### src/design/srlb_pkg.sv
`timescale 1ns / 1ps

package srlb_pkg;

  localparam int unsigned SectorsPerClusterDef = 8;
  localparam int unsigned SlotsPerRecordDef    = 101;
  localparam int unsigned RunLimitDef          = 128;
  localparam int unsigned QueueDepthDef        = 2;

  localparam int unsigned SectorBytes = 512;
  localparam int unsigned CountField  = 128;

  typedef enum logic {
    ACT_CLUSTER = 1'b0,
    ACT_FLUSH   = 1'b1
  } action_e;

  typedef struct packed {
    action_e     action;
    logic [31:0] start;
    logic [6:0]  count;
  } item_t;

endpackage

### src/design/srlb_front.sv
`timescale 1ns / 1ps

module srlb_front #(
  parameter int unsigned SectorsPerCluster = srlb_pkg::SectorsPerClusterDef
) (
  input  logic                clk_i,
  input  logic                rst_ni,
  input  logic                cfg_valid,
  output logic                cfg_ready,
  input  logic [31:0]         cfg_data_i,
  input  logic                action_i,
  input  logic [27:0]         cluster_i,
  input  logic [31:0]         bytes_left_i,
  output srlb_pkg::item_t     item_o
);
  import srlb_pkg::*;

  localparam logic [31:0] CapBytes = 32'(SectorsPerCluster * SectorBytes);

  logic [31:0] data_start_q, data_start_d;
  logic [31:0] cl_off;
  logic [23:0] ceil_sum;
  logic [6:0]  sec_count;

  assign cfg_ready = 1'b1;

  always_comb begin
    data_start_d = data_start_q;
    if (cfg_valid) begin
      data_start_d = cfg_data_i;
    end
  end

  always_ff @(posedge clk_i or negedge rst_ni) begin
    if (!rst_ni) begin
      data_start_q <= '0;
    end else begin
      data_start_q <= data_start_d;
    end
  end

  // sector count: ceil(min(bytes, cap) / 512)
  assign ceil_sum = {1'b0, bytes_left_i[31:9]} + 24'(|bytes_left_i[8:0]);

  always_comb begin
    if (bytes_left_i > CapBytes) begin
      sec_count = 7'(SectorsPerCluster);
    end else begin
      sec_count = ceil_sum[6:0];
    end
  end

  assign cl_off = {4'b0, cluster_i} - 32'd2;

  always_comb begin
    item_o.action = action_e'(action_i);
    item_o.start  = data_start_q + 32'(cl_off * 32'(SectorsPerCluster));
    item_o.count  = sec_count;
  end

endmodule

### src/design/srlb_queue.sv
`timescale 1ns / 1ps

module srlb_queue #(
  parameter int unsigned Depth = srlb_pkg::QueueDepthDef
) (
  input  logic            clk_i,
  input  logic            rst_ni,
  input  logic            push_i,
  input  srlb_pkg::item_t item_i,
  output logic            full_o,
  input  logic            pop_i,
  output logic            valid_o,
  output srlb_pkg::item_t item_o
);
  import srlb_pkg::*;

  localparam int unsigned PtrW = (Depth > 1) ? $clog2(Depth) : 1;
  localparam int unsigned CntW = $clog2(Depth + 1);

  item_t           mem [Depth];
  logic [PtrW-1:0] wr_ptr_q, wr_ptr_d, rd_ptr_q, rd_ptr_d;
  logic [CntW-1:0] cnt_q, cnt_d;
  logic            do_wr, do_rd;

  assign full_o  = (cnt_q == CntW'(Depth));
  assign valid_o = (cnt_q != '0);
  assign do_wr   = push_i && !full_o;
  assign do_rd   = pop_i && valid_o;
  assign item_o  = mem[rd_ptr_q];

  always_comb begin
    wr_ptr_d = wr_ptr_q;
    rd_ptr_d = rd_ptr_q;
    cnt_d    = cnt_q;
    if (do_wr) begin
      wr_ptr_d = (wr_ptr_q == PtrW'(Depth - 1)) ? '0 : wr_ptr_q + 1'b1;
    end
    if (do_rd) begin
      rd_ptr_d = (rd_ptr_q == PtrW'(Depth - 1)) ? '0 : rd_ptr_q + 1'b1;
    end
    if (do_wr && !do_rd) begin
      cnt_d = cnt_q + 1'b1;
    end else if (!do_wr && do_rd) begin
      cnt_d = cnt_q - 1'b1;
    end
  end

  always_ff @(posedge clk_i or negedge rst_ni) begin
    if (!rst_ni) begin
      wr_ptr_q <= '0;
      rd_ptr_q <= '0;
      cnt_q    <= '0;
    end else begin
      wr_ptr_q <= wr_ptr_d;
      rd_ptr_q <= rd_ptr_d;
      cnt_q    <= cnt_d;
    end
  end

  always_ff @(posedge clk_i) begin
    if (do_wr) begin
      mem[wr_ptr_q] <= item_i;
    end
  end

endmodule

### src/design/srlb_back.sv
`timescale 1ns / 1ps

module srlb_back #(
  parameter int unsigned SlotsPerRecord = srlb_pkg::SlotsPerRecordDef,
  parameter int unsigned RunLimit       = srlb_pkg::RunLimitDef
) (
  input  logic            clk_i,
  input  logic            rst_ni,
  input  logic            q_valid_i,
  input  srlb_pkg::item_t q_item_i,
  output logic            q_pop_o,
  input  logic            pop,
  output logic            empty,
  output logic [31:0]     run_start_sector_o,
  output logic [6:0]      run_sector_count_o,
  output logic [6:0]      slot_index_o,
  output logic [31:0]     record_index_o,
  output logic            last_o
);
  import srlb_pkg::*;

  localparam int unsigned MergeLim  = (RunLimit < CountField) ? RunLimit : CountField;
  localparam logic [8:0]  MergeLimW = 9'(MergeLim);
  localparam logic [7:0]  SlotLimit = 8'(SlotsPerRecord);

  logic        pend_valid_q, pend_valid_d;
  logic [31:0] pend_start_q, pend_start_d;
  logic [6:0]  pend_count_q, pend_count_d;
  logic [6:0]  pend_slot_q, pend_slot_d;
  logic [31:0] record_q, record_d;

  logic        out_valid_q, out_valid_d;
  logic [31:0] out_start_q, out_start_d;
  logic [6:0]  out_count_q, out_count_d;
  logic [6:0]  out_slot_q, out_slot_d;
  logic [31:0] out_record_q, out_record_d;
  logic        out_last_q, out_last_d;

  logic [31:0] pend_end;
  logic [8:0]  merged;
  logic        merge;
  logic        emits;
  logic        can_write;
  logic [7:0]  next_slot;

  assign pend_end  = pend_start_q + 32'(pend_count_q);
  assign merged    = 9'(pend_count_q) + 9'(q_item_i.count);
  assign merge     = pend_valid_q && (q_item_i.start == pend_end) && (merged < MergeLimW);
  assign emits     = (q_item_i.action == ACT_FLUSH) ? pend_valid_q : (pend_valid_q && !merge);
  assign can_write = !out_valid_q || pop;
  assign q_pop_o   = q_valid_i && (!emits || can_write);
  assign next_slot = {1'b0, pend_slot_q} + 8'd1;

  always_comb begin
    pend_valid_d = pend_valid_q;
    pend_start_d = pend_start_q;
    pend_count_d = pend_count_q;
    pend_slot_d  = pend_slot_q;
    record_d     = record_q;
    out_valid_d  = out_valid_q && !pop;
    out_start_d  = out_start_q;
    out_count_d  = out_count_q;
    out_slot_d   = out_slot_q;
    out_record_d = out_record_q;
    out_last_d   = out_last_q;
    if (q_pop_o) begin
      if (emits) begin
        out_valid_d  = 1'b1;
        out_start_d  = pend_start_q;
        out_count_d  = pend_count_q;
        out_slot_d   = pend_slot_q;
        out_record_d = record_q;
        out_last_d   = (q_item_i.action == ACT_FLUSH);
      end
      case (q_item_i.action)
        ACT_FLUSH: begin
          pend_valid_d = 1'b0;
          pend_start_d = '0;
          pend_count_d = '0;
          pend_slot_d  = '0;
          record_d     = '0;
        end
        ACT_CLUSTER: begin
          if (merge) begin
            pend_count_d = merged[6:0];
          end else begin
            pend_valid_d = 1'b1;
            pend_start_d = q_item_i.start;
            pend_count_d = q_item_i.count;
            if (!pend_valid_q) begin
              pend_slot_d = '0;
            end else if (next_slot >= SlotLimit) begin
              pend_slot_d = '0;
              record_d    = record_q + 32'd1;
            end else begin
              pend_slot_d = next_slot[6:0];
            end
          end
        end
        default: begin
          pend_valid_d = pend_valid_q;
        end
      endcase
    end
  end

  always_ff @(posedge clk_i or negedge rst_ni) begin
    if (!rst_ni) begin
      pend_valid_q <= 1'b0;
      pend_start_q <= '0;
      pend_count_q <= '0;
      pend_slot_q  <= '0;
      record_q     <= '0;
      out_valid_q  <= 1'b0;
    end else begin
      pend_valid_q <= pend_valid_d;
      pend_start_q <= pend_start_d;
      pend_count_q <= pend_count_d;
      pend_slot_q  <= pend_slot_d;
      record_q     <= record_d;
      out_valid_q  <= out_valid_d;
    end
  end

  always_ff @(posedge clk_i) begin
    out_start_q  <= out_start_d;
    out_count_q  <= out_count_d;
    out_slot_q   <= out_slot_d;
    out_record_q <= out_record_d;
    out_last_q   <= out_last_d;
  end

  assign empty              = !out_valid_q;
  assign run_start_sector_o = out_start_q;
  assign run_sector_count_o = out_count_q;
  assign slot_index_o       = out_slot_q;
  assign record_index_o     = out_record_q;
  assign last_o             = out_last_q;

endmodule

### src/design/sector_run_list_builder.sv
`timescale 1ns / 1ps

// channel   | transfer when          | payload
// ----------+------------------------+------------------------------------------
// input     | push && !full          | action_i, cluster_i, bytes_left_i
// result    | pop && !empty          | run_start_sector_o, run_sector_count_o,
//           |                        | slot_index_o, record_index_o, last_o
// config    | cfg_valid && cfg_ready | cfg_data_i (data_start_sector)
//
// One item per cycle sustained while full stays low and results are popped; the
// result an item causes passes the item queue, then the output register,
// before it shows on the result ports. The item queue (QueueDepth entries)
// sits between the classify stage and the run merge stage; full rises once
// QueueDepth items wait behind a run that cannot leave the output register.
// Reset clears the pending run, slot, record count and data start sector.

module sector_run_list_builder #(
  parameter int unsigned SectorsPerCluster = srlb_pkg::SectorsPerClusterDef,
  parameter int unsigned SlotsPerRecord    = srlb_pkg::SlotsPerRecordDef,
  parameter int unsigned RunLimit          = srlb_pkg::RunLimitDef,
  parameter int unsigned QueueDepth        = srlb_pkg::QueueDepthDef
) (
  input  logic        clk_i,
  input  logic        rst_ni,
  input  logic        cfg_valid,
  output logic        cfg_ready,
  input  logic [31:0] cfg_data_i,
  input  logic        push,
  output logic        full,
  input  logic        action_i,
  input  logic [27:0] cluster_i,
  input  logic [31:0] bytes_left_i,
  input  logic        pop,
  output logic        empty,
  output logic [31:0] run_start_sector_o,
  output logic [6:0]  run_sector_count_o,
  output logic [6:0]  slot_index_o,
  output logic [31:0] record_index_o,
  output logic        last_o
);
  import srlb_pkg::*;

  item_t in_item;
  item_t q_item;
  logic  q_valid;
  logic  q_pop;

  srlb_front #(
    .SectorsPerCluster(SectorsPerCluster)
  ) u_front (
    .clk_i       (clk_i),
    .rst_ni      (rst_ni),
    .cfg_valid   (cfg_valid),
    .cfg_ready   (cfg_ready),
    .cfg_data_i  (cfg_data_i),
    .action_i    (action_i),
    .cluster_i   (cluster_i),
    .bytes_left_i(bytes_left_i),
    .item_o      (in_item)
  );

  srlb_queue #(
    .Depth(QueueDepth)
  ) u_queue (
    .clk_i  (clk_i),
    .rst_ni (rst_ni),
    .push_i (push),
    .item_i (in_item),
    .full_o (full),
    .pop_i  (q_pop),
    .valid_o(q_valid),
    .item_o (q_item)
  );

  srlb_back #(
    .SlotsPerRecord(SlotsPerRecord),
    .RunLimit      (RunLimit)
  ) u_back (
    .clk_i             (clk_i),
    .rst_ni            (rst_ni),
    .q_valid_i         (q_valid),
    .q_item_i          (q_item),
    .q_pop_o           (q_pop),
    .pop               (pop),
    .empty             (empty),
    .run_start_sector_o(run_start_sector_o),
    .run_sector_count_o(run_sector_count_o),
    .slot_index_o      (slot_index_o),
    .record_index_o    (record_index_o),
    .last_o            (last_o)
  );

  a_slot_range: assert property (@(posedge clk_i) disable iff (!rst_ni)
    !empty |-> (32'(slot_index_o) < SlotsPerRecord))
    else $error("slot index beyond record size");

  a_pop_nonempty: assert property (@(posedge clk_i) disable iff (!rst_ni)
    q_pop |-> q_valid)
    else $error("merge stage took from an empty queue");

  a_push_lands: assert property (@(posedge clk_i) disable iff (!rst_ni)
    (push && !full) |=> q_valid)
    else $error("transferred item missing from queue");

endmodule
### config.mk
export PLATFORM = sky130hd
export DESIGN_NAME = sector_run_list_builder
export DESIGN_NICKNAME = d
export VERILOG_FILES = /design/src/design/srlb_pkg.sv /design/src/design/srlb_front.sv /design/src/design/srlb_queue.sv /design/src/design/srlb_back.sv /design/src/design/sector_run_list_builder.sv
export SDC_FILE = /design/constraint.sdc
export NUM_CORES = 1
export LEC_CHECK = 0
export BUFFER_PORTS_ARGS = -buffer_cell sky130_fd_sc_hd__buf_2
export CAP_MARGIN = 20
export CORE_UTILIZATION = 46
export DETAILED_ROUTE_END_ITERATION = 16
export PLACE_DENSITY = 0.66
export SLEW_MARGIN = 10
export SYNTH_ARGS = -nofsm -noshare
export SYNTH_HDL_FRONTEND = slang
export SYNTH_SLANG_ARGS = --single-unit
### constraint.sdc
create_clock -name clk_i -period 6.3 [get_ports clk_i]
set_clock_uncertainty 0.15 [all_clocks]
set_input_delay 0.945 -clock clk_i [delete_from_list [all_inputs] [get_ports clk_i]]
set_output_delay 0.945 -clock clk_i [all_outputs]
set_load 0.01 [all_outputs]
## Word-level counts from Yosys, hierarchy flattened

Memory sizes are Yosys's and may differ from the RTL's.
Index checks and enable logic that the tools add are counted.

- $add $sub $neg: 11
- Mux-type cells: 24
- Eq/ne operators: 5
- $lt $le $gt $ge: 3
- Reductions and logical operators: 24
- Bitwise gates (word level): 1

Operators by type and width:

| cell | number |
|---|---|
| $mux 32 | 4 |
| $pmux 32 s2 | 2 |
| $mux 7 | 5 |
| $add 32x1->32 const B | 1 |
| $add 32x32->32 | 1 |
| $add 32x7->32 | 1 |
| $eq 32x32->1 | 1 |
| $gt 32x13->1 const B | 1 |
| $sub 28x2->29 const B | 1 |
| $pmux 7 s2 | 2 |
| $logic_and 1x1->1 | 9 |
| $lt 9x8->1 const B | 1 |
| $reduce_or 9->1 | 1 |
| $add 7x1->8 const B | 1 |
| $add 7x7->8 | 1 |
| $ge 8x7->1 const B | 1 |
| $mux 1 | 8 |
| $add 7x1->7 | 1 |
| $logic_not 1->1 | 7 |
| $mux 2 | 2 |
| $ne 2x1->1 const B | 2 |
| $reduce_and 2->1 | 2 |
| $reduce_and 4->1 | 1 |
| $reduce_bool 2->1 | 2 |
| 8 further kinds | 10 |

- Memories: 1
- Register bits after elaboration: 195
- Bits of input ports: 98
- Memory bits (writable): 80
- Logic and storage cells: 84
- Output and inout port bits: 82

Memory list:

| name | words | bits a word | read ports | clocked after memory_dff | write ports | line | RTL |
|---|---|---|---|---|---|---|---|
| u_queue.mem | 2 | 40 | 1 | 0 | 1 | srlb_queue.sv:20 | `item_t mem [Depth];` |

## Longest topological paths before layout

- Depth after elaboration: 14
- Depth in mapped cells: 20
- Gate-level depth less buffers: 19

## Hierarchy

Synthesis repeated with hierarchy kept, for this count alone.

- Cells, all modules: 1380
- Area total of the unflattened synthesis: 15366.0 um^2

By module, submodules not included:

| module | instances | cells each | seq. area each (um^2) | area an instance (um^2) |
|---|---|---|---|---|
| srlb_back | 1 | 863 | 4374.2 | 8750.9 |
| srlb_front | 1 | 373 | 800.8 | 3324.4 |
| srlb_queue | 1 | 144 | 2502.4 | 3290.7 |

## Least setup slack after synthesis

OpenSTA, ideal clock, no wires.

- Path type: reg-to-reg
- From: register u_queue.rd_ptr_q
- To: register u_back.out_last_q, in the netlist u_back.last_o (enable)
- Path buffers: 5
- Slack: -484 ps
- Period minus slack after synthesis: 6784 ps
- Setup time: 517 ps
- Cell stages (with the launch flop): 17
- Data required time: 5633 ps
- Arrival: 6117 ps
- Cells stage by stage: dfrtp_1 -> buf_2 -> buf_6 -> buf_4 -> buf_2 -> mux2_2 -> ha_1 -> a21o_1 -> a311o_1 -> o2111ai_1 -> nand3b_1 -> or4_4 -> a2111oi_4 -> nand4_2 -> o21ai_2 -> buf_2 -> nor2_1

- Word-level cells in the longest chain between the ends: 11
- Elaborated cells on any way between the ends: 13
- Those cells by class: 1 x add/sub; 1 x order compare; 1 x eq/ne; 1 x mux; 8 x reduce/logical; 1 x memory

Ends and longest elaborated chain:

| item | line | RTL |
|---|---|---|
| start, declared | srlb_queue.sv:21 | `logic [PtrW-1:0] wr_ptr_q, wr_ptr_d, rd_ptr_q, rd_ptr_d;` |
| start signal, assigned | srlb_queue.sv:55 | `rd_ptr_q <= rd_ptr_d;` |
| $mem_v2 2x40 * | - |  |
| $add 7x7->8 or $eq 32x32->1 (tied branches) | srlb_back.sv:47, srlb_back.sv:48 |  |
| $lt 9x8->1 or $logic_and 1x1->1 (tied branches) | srlb_back.sv:48 | `assign merge = pend_valid_q && (q_item_i.start == pend_end) && (merged < MergeLimW);` |
| $logic_and 1x1->1 | srlb_back.sv:48 |  |
| $logic_not 1->1 | srlb_back.sv:49 | `assign emits = (q_item_i.action == ACT_FLUSH) ? pend_valid_q : (pend_valid_q && !merge);` |
| $logic_and 1x1->1 | srlb_back.sv:49 |  |
| $mux 1 * | srlb_back.sv:49 |  |
| $logic_not 1->1 | srlb_back.sv:51 | `assign q_pop_o = q_valid_i && (!emits \|\| can_write);` |
| $logic_or 1x1->1 | srlb_back.sv:51 |  |
| $logic_and 1x1->1 | srlb_back.sv:51 |  |
| $reduce_and 2->1 (no line) * | - |  |
| end signal, assigned | srlb_back.sv:130 | `out_last_q <= out_last_d;` |
| end, declared | srlb_back.sv:37 | `logic out_last_q, out_last_d;` |

Every way passes the cells marked *; elsewhere a longest branch is shown, timed or not.
A chain may end at the register's enable or synchronous reset.

## Final worst setup path

- From: register u_queue.rd_ptr_q
- To: register u_queue.cnt_q[1]

- Word-level cells in the longest chain between the ends: 14
- Elaborated cells on any way between the ends: 18
- Those cells by class: 1 x add/sub; 1 x order compare; 1 x eq/ne; 2 x mux; 12 x reduce/logical; 1 x memory

Ends and longest elaborated chain:

| item | line | RTL |
|---|---|---|
| $mem_v2 2x40 * | - |  |
| $add 7x7->8 or $eq 32x32->1 (tied branches) | srlb_back.sv:47, srlb_back.sv:48 |  |
| $lt 9x8->1 or $logic_and 1x1->1 (tied branches) | srlb_back.sv:48 |  |
| $logic_and 1x1->1 | srlb_back.sv:48 |  |
| $logic_not 1->1 | srlb_back.sv:49 |  |
| $logic_and 1x1->1 | srlb_back.sv:49 |  |
| $mux 1 * | srlb_back.sv:49 |  |
| $logic_not 1->1 * | srlb_back.sv:51 |  |
| $logic_or 1x1->1 * | srlb_back.sv:51 |  |
| $logic_and 1x1->1 * | srlb_back.sv:51 |  |
| $logic_and 1x1->1 * | srlb_queue.sv:28 | `assign do_rd = pop_i && valid_o;` |
| $logic_not 1->1 | srlb_queue.sv:41 | `if (do_wr && !do_rd) begin` |
| $logic_and 1x1->1 | srlb_queue.sv:41 |  |
| $mux 2 or $reduce_bool 2->1 (tied branches) | - |  |
| end signal, assigned | srlb_queue.sv:56 | `cnt_q <= cnt_d;` |
| end, declared | srlb_queue.sv:22 | `logic [CntW-1:0] cnt_q, cnt_d;` |

Marked as above.

==> summary.md <==
| Metric | Value |
|---|---|
| Site row count | `63` |
| RSZ-0062 raised after global routing | `no` |
| Startpoint Class | `register` |
| DR pass1 iterations | `5` |
| Area Growth Syn to Fin | `15.7%` |
| GP Congestion | `0.916` |
| CTS tree | `yes` |
| Largest area contributor in the netlist | `edfxtp_1` |
| Clock share of power | `21.8%` |
| HPWL Detailed | `21800 um` |
| CP Cell Sequence | `mux2_2 -> ha_1 -> a21o_1 -> a311o_1 -> o2111ai_1 -> nand3b_1 -> or4_4 -> a2111oi_4 -> nand4_2 -> buf_4 -> nor2_1 -> nor2_1 -> ha_1 -> nor2_1 -> xor2_1` |
| Setup TNS | `0 ns` |
| DRC Markers | `0` |
| CTS root buffer | `clkbuf_16` |
| Fmax | `0.195 GHz` |
| H-tree depth | `1` |
| Most common cell on crit path | `nor2_1` |
| Filler Cells Inserted | `2614` |
| Comb pwr share | `35.9%` |
| CTS Sinks | `around 280` |
| Total CTS buffers | `29` |
| Final period utilization | `81.4%` |
| Die area | `between 30000 and 40000 um2` |
| Buf/Inv on CP | `1` |
| Hold/Removal Path Class | `reg2reg` |
| Min Clock Period, post-route | `5.13 ns` |
| Global-route wire length before repair | `50100 um` |
| Number of flops mapped to enable cells by yosys | `159` |
| Routed len/inst | `between 15 and 20 um` |
| Sequential area share after synthesis | `54.5%` |
| Critical Path RT | `around 6.6 ns` |
| Cell variety after synth | `71` |
| First-iteration detailed-routing DRC count | `approximately 700` |
| Leakage Power | `6.74 nW` |
| Worst Hold Endpoint | `u_queue.mem[0][7]` |
| Reg2reg start | `u_queue.rd_ptr_q` |
| Nets | `~1600` |
| Final setup viols | `0` |
| Register clock-pin slew on the reported worst setup and hold paths | `roughly 0.060 ns` |
| PortBufs | `178` |
| Hold Crit Depth | `0` |
| Share of the synthesized area in the top cell type | `33.9%` |
| Clock latency on the worst-skew pair | `0.56 ns` |
| Relative slew slack | `between 30% and 40%` |
| Post-Synthesis Cells | `1225` |
| Worst EP arrival | `~5.5 ns` |
| Syn avg cell area | `11.5 um2` |
| Vias | `a little over 10000` |
| Vias per std cell | `5.61` |
| Hold buffers post-CTS | `0` |
| Drt total wl | `31000 um` |
| GRT Overall Usage | `19.9%` |
| Setup bufs post-CTS | `0` |
| Crit Path Class | `reg2reg` |
| CP max stage cell | `dfrtp_2` |
| Max VDD drop | `0.309 mV` |
| Top cell family by delay on the critical path | `simple AND/OR/NAND/NOR gates` |
| CTS max path bufs | `3` |
| # IOs | `180` |
| Seq pwr share | `42.3%` |
| Die width | `177 um` |
| Switching Fraction | `37.4%` |
| Overall Power | `7.33 mW` |
| CP max FO | `22` |
| Die Height | `177 um` |
| Endpoints failing hold | `0` |
| Register-to-Register Path Depth | `15` |
| Status | `finished clean` |
| Layout cells sized above 1 | `21.1%` |
| Post-CTS Resized | `0` |
| Seq cells post-synth | `between 200 and 300` |
| Max Cap Viol | `0` |
| Net Sw Power | `roughly 2.7 mW` |
| Dominant synthesized flop cell | `edfxtp_1` |
| Synthesized area | `14100 um2` |
| Vias in the first global route | `9873` |
| Asr flop ratio synth | `42.2%` |
| Slew Limit Fails | `0` |
| Worst slew pin tran | `1.04 ns` |
| Starting Density | `between 40% and 50%` |
| Most area-consuming cells after synthesis | `edfxtp_1 34%, dfrtp_1 21%, ha_1 4.3%, xnor2_1 3.6%, mux2_2 3.4%` |
| PwrDens | `449 nW/um2` |
| Worst Setup End Kind | `register` |
| Cell internal pwr | `4.59 mW` |
| Synth warnings | `0` |
| Core area | `around 30000 um2` |
| N_diodes | `0` |
| Antenna violations before repair | `0` |
| Reg-to-reg slack, setup | `~1.2 ns` |
| Grt total ovfl | `0` |
| Max incr delay on CP | `~0.81 ns` |
| R2R Path End | `u_queue.cnt_q[1]` |
| Pin count of the biggest net entering global routing | `80` |
| Hold Crit Start | `u_front.data_start_q[0]` |
| Antenna viol nets, final | `0` |
how the worst max path moves through the flow:
stage                           from  depth (start not counted)            endpoint  slack (ns)
global placement        cluster_i[6]                         16  u_queue.mem[0][38]        1.06
floorplan           u_queue.rd_ptr_q                         16       u_back.last_o        0.85
global route        u_queue.rd_ptr_q                         15    u_queue.cnt_q[1]        0.92
detailed placement      cluster_i[6]                         16  u_queue.mem[0][38]        0.97
finish              u_queue.rd_ptr_q                         15    u_queue.cnt_q[1]        1.17
CTS                 u_queue.rd_ptr_q                         15    u_queue.cnt_q[1]        1.18
final cells by class:
type                       count  area, um2  area share [%]
inverter                      26       97.6           0.598
clock buffer                  43        828            5.08
clock inverter                11       78.8           0.483
timing repair buffer         191        991            6.08
multi-input combinational    886       6150            37.7
tap                          390        488            2.99
sequential                   275       7680            47.1
cells in the final DEF, fill, tap and decap left out, types with 11 or more instances in the layout:
| cell type | netlist | layout |
|---|---|---|
| dfrtp_1 | 116 | 115 |
| ha_1 | 49 | 49 |
| a31oi_1 | 16 | 16 |
| a21o_1 | 26 | 26 |
| nor4_1 | 22 | 22 |
| mux2_2 | 42 | 42 |
| xor2_1 | 40 | 40 |
| nand2_1 | 105 | 105 |
| inv_1 | 26 | 26 |
| o21ai_0 | 73 | 72 |
| o21ai_1 | 12 | 11 |
| a21oi_1 | 53 | 53 |
| buf_2 | 13 | 177 |
| a22oi_1 | 17 | 17 |
| and3_1 | 18 | 17 |
| nor3_1 | 36 | 36 |
| nand4_1 | 13 | 13 |
| buf_4 | 2 | 14 |
| and2_1 | 12 | 12 |
| xnor2_1 | 58 | 58 |
| nor2_1 | 58 | 56 |
| nand3_1 | 43 | 43 |
| mux2i_1 | 40 | 39 |
| edfxtp_1 | 159 | 159 |
| clkbuf_16 | 0 | 29 |
metal layers:
metal | wire (um) | GRT usage (%) | vias to the layer above
met2 | 14600 | 33.7 | 313
met3 | 1620 | 2.60 | 54
met4 | 701 | 5.50 | 0
met5 | 0 | 0 | -
met1 | 14000 | 26.7 | 4877
li1 | - | - | 4979
cells by family after synthesis:
kind of cell	synth area share (%)
AO/OA/AOI/OAI	13.3
adder cells (fa/ha/maj)	4.85
other	0.0533
XOR/XNOR	6.09
flip-flops	54.5
AND/OR/NAND/NOR	12.7
multiplexers	6.35
buffers and inverters	2.27
synthesized netlist by cell type, types with 5 or more instances:
cell      instances
a211oi_1          7
a21o_1           26
a21oi_1          53
a22oi_1          17
a311oi_1          6
a31oi_1          16
a41oi_1           5
and2_1           12
and3_1           18
and4_1            8
buf_2            13
buf_6             5
clkbuf_1         20
dfrtp_1         116
edfxtp_1        159
ha_1             49
inv_1            26
mux2_2           42
mux2i_1          40
nand2_1         105
nand2b_1          6
nand3_1          43
nand4_1          13
nor2_1           58
nor2b_1           8
nor3_1           36
nor4_1           22
o211ai_1         10
o21a_1           10
o21ai_0          73
o21ai_1          12
o21bai_1          7
o31ai_1           8
or2_2             7
or3_1             5
or4_1             7
xnor2_1          58
xor2_1           40
metrics by stage:
step / std cells / setup WS (ns) / util, % / hold WS [ns] / area, um2
finish: 1822 / 1.17 / 54.6 / 0.324 / 16300
global route: 1822 / 0.922 / 54.6 / 0.331 / 16300
CTS: 1822 / 1.18 / 54.6 / 0.328 / 16300
detailed placement: 1768 / 0.968 / 51.5 / 0.316 / 15400
global placement: 1768 / 1.06 / 51.5 / 0.301 / 15400
floorplan: 1230 / 0.852 / - / 0.270 / 14100
power groups by stage:
stage               clock network, mW  registers [mW]  logic, mW
floorplan                           0            3.11       1.76
global placement                    0            3.12       2.58
global route                     1.70            3.17       2.93
finish                           1.60            3.10       2.63
detailed placement                  0            3.14       2.64
CTS                              1.64            3.11       2.65
sequential cells by signal (all words and copies together) (netlist names), 2 cells and up:
name	cells
u_back.slot_index_o	7
u_back.record_index_o	32
u_back.run_sector_count_o	7
u_back.pend_slot_q	7
u_queue.cnt_q	2
u_back.pend_count_q	7
u_queue.mem	80
u_front.data_start_q	32
u_back.run_start_sector_o	32
u_back.pend_start_q	32
u_back.record_q	32
No activity file was read; power rests on OpenSTA's default activity.
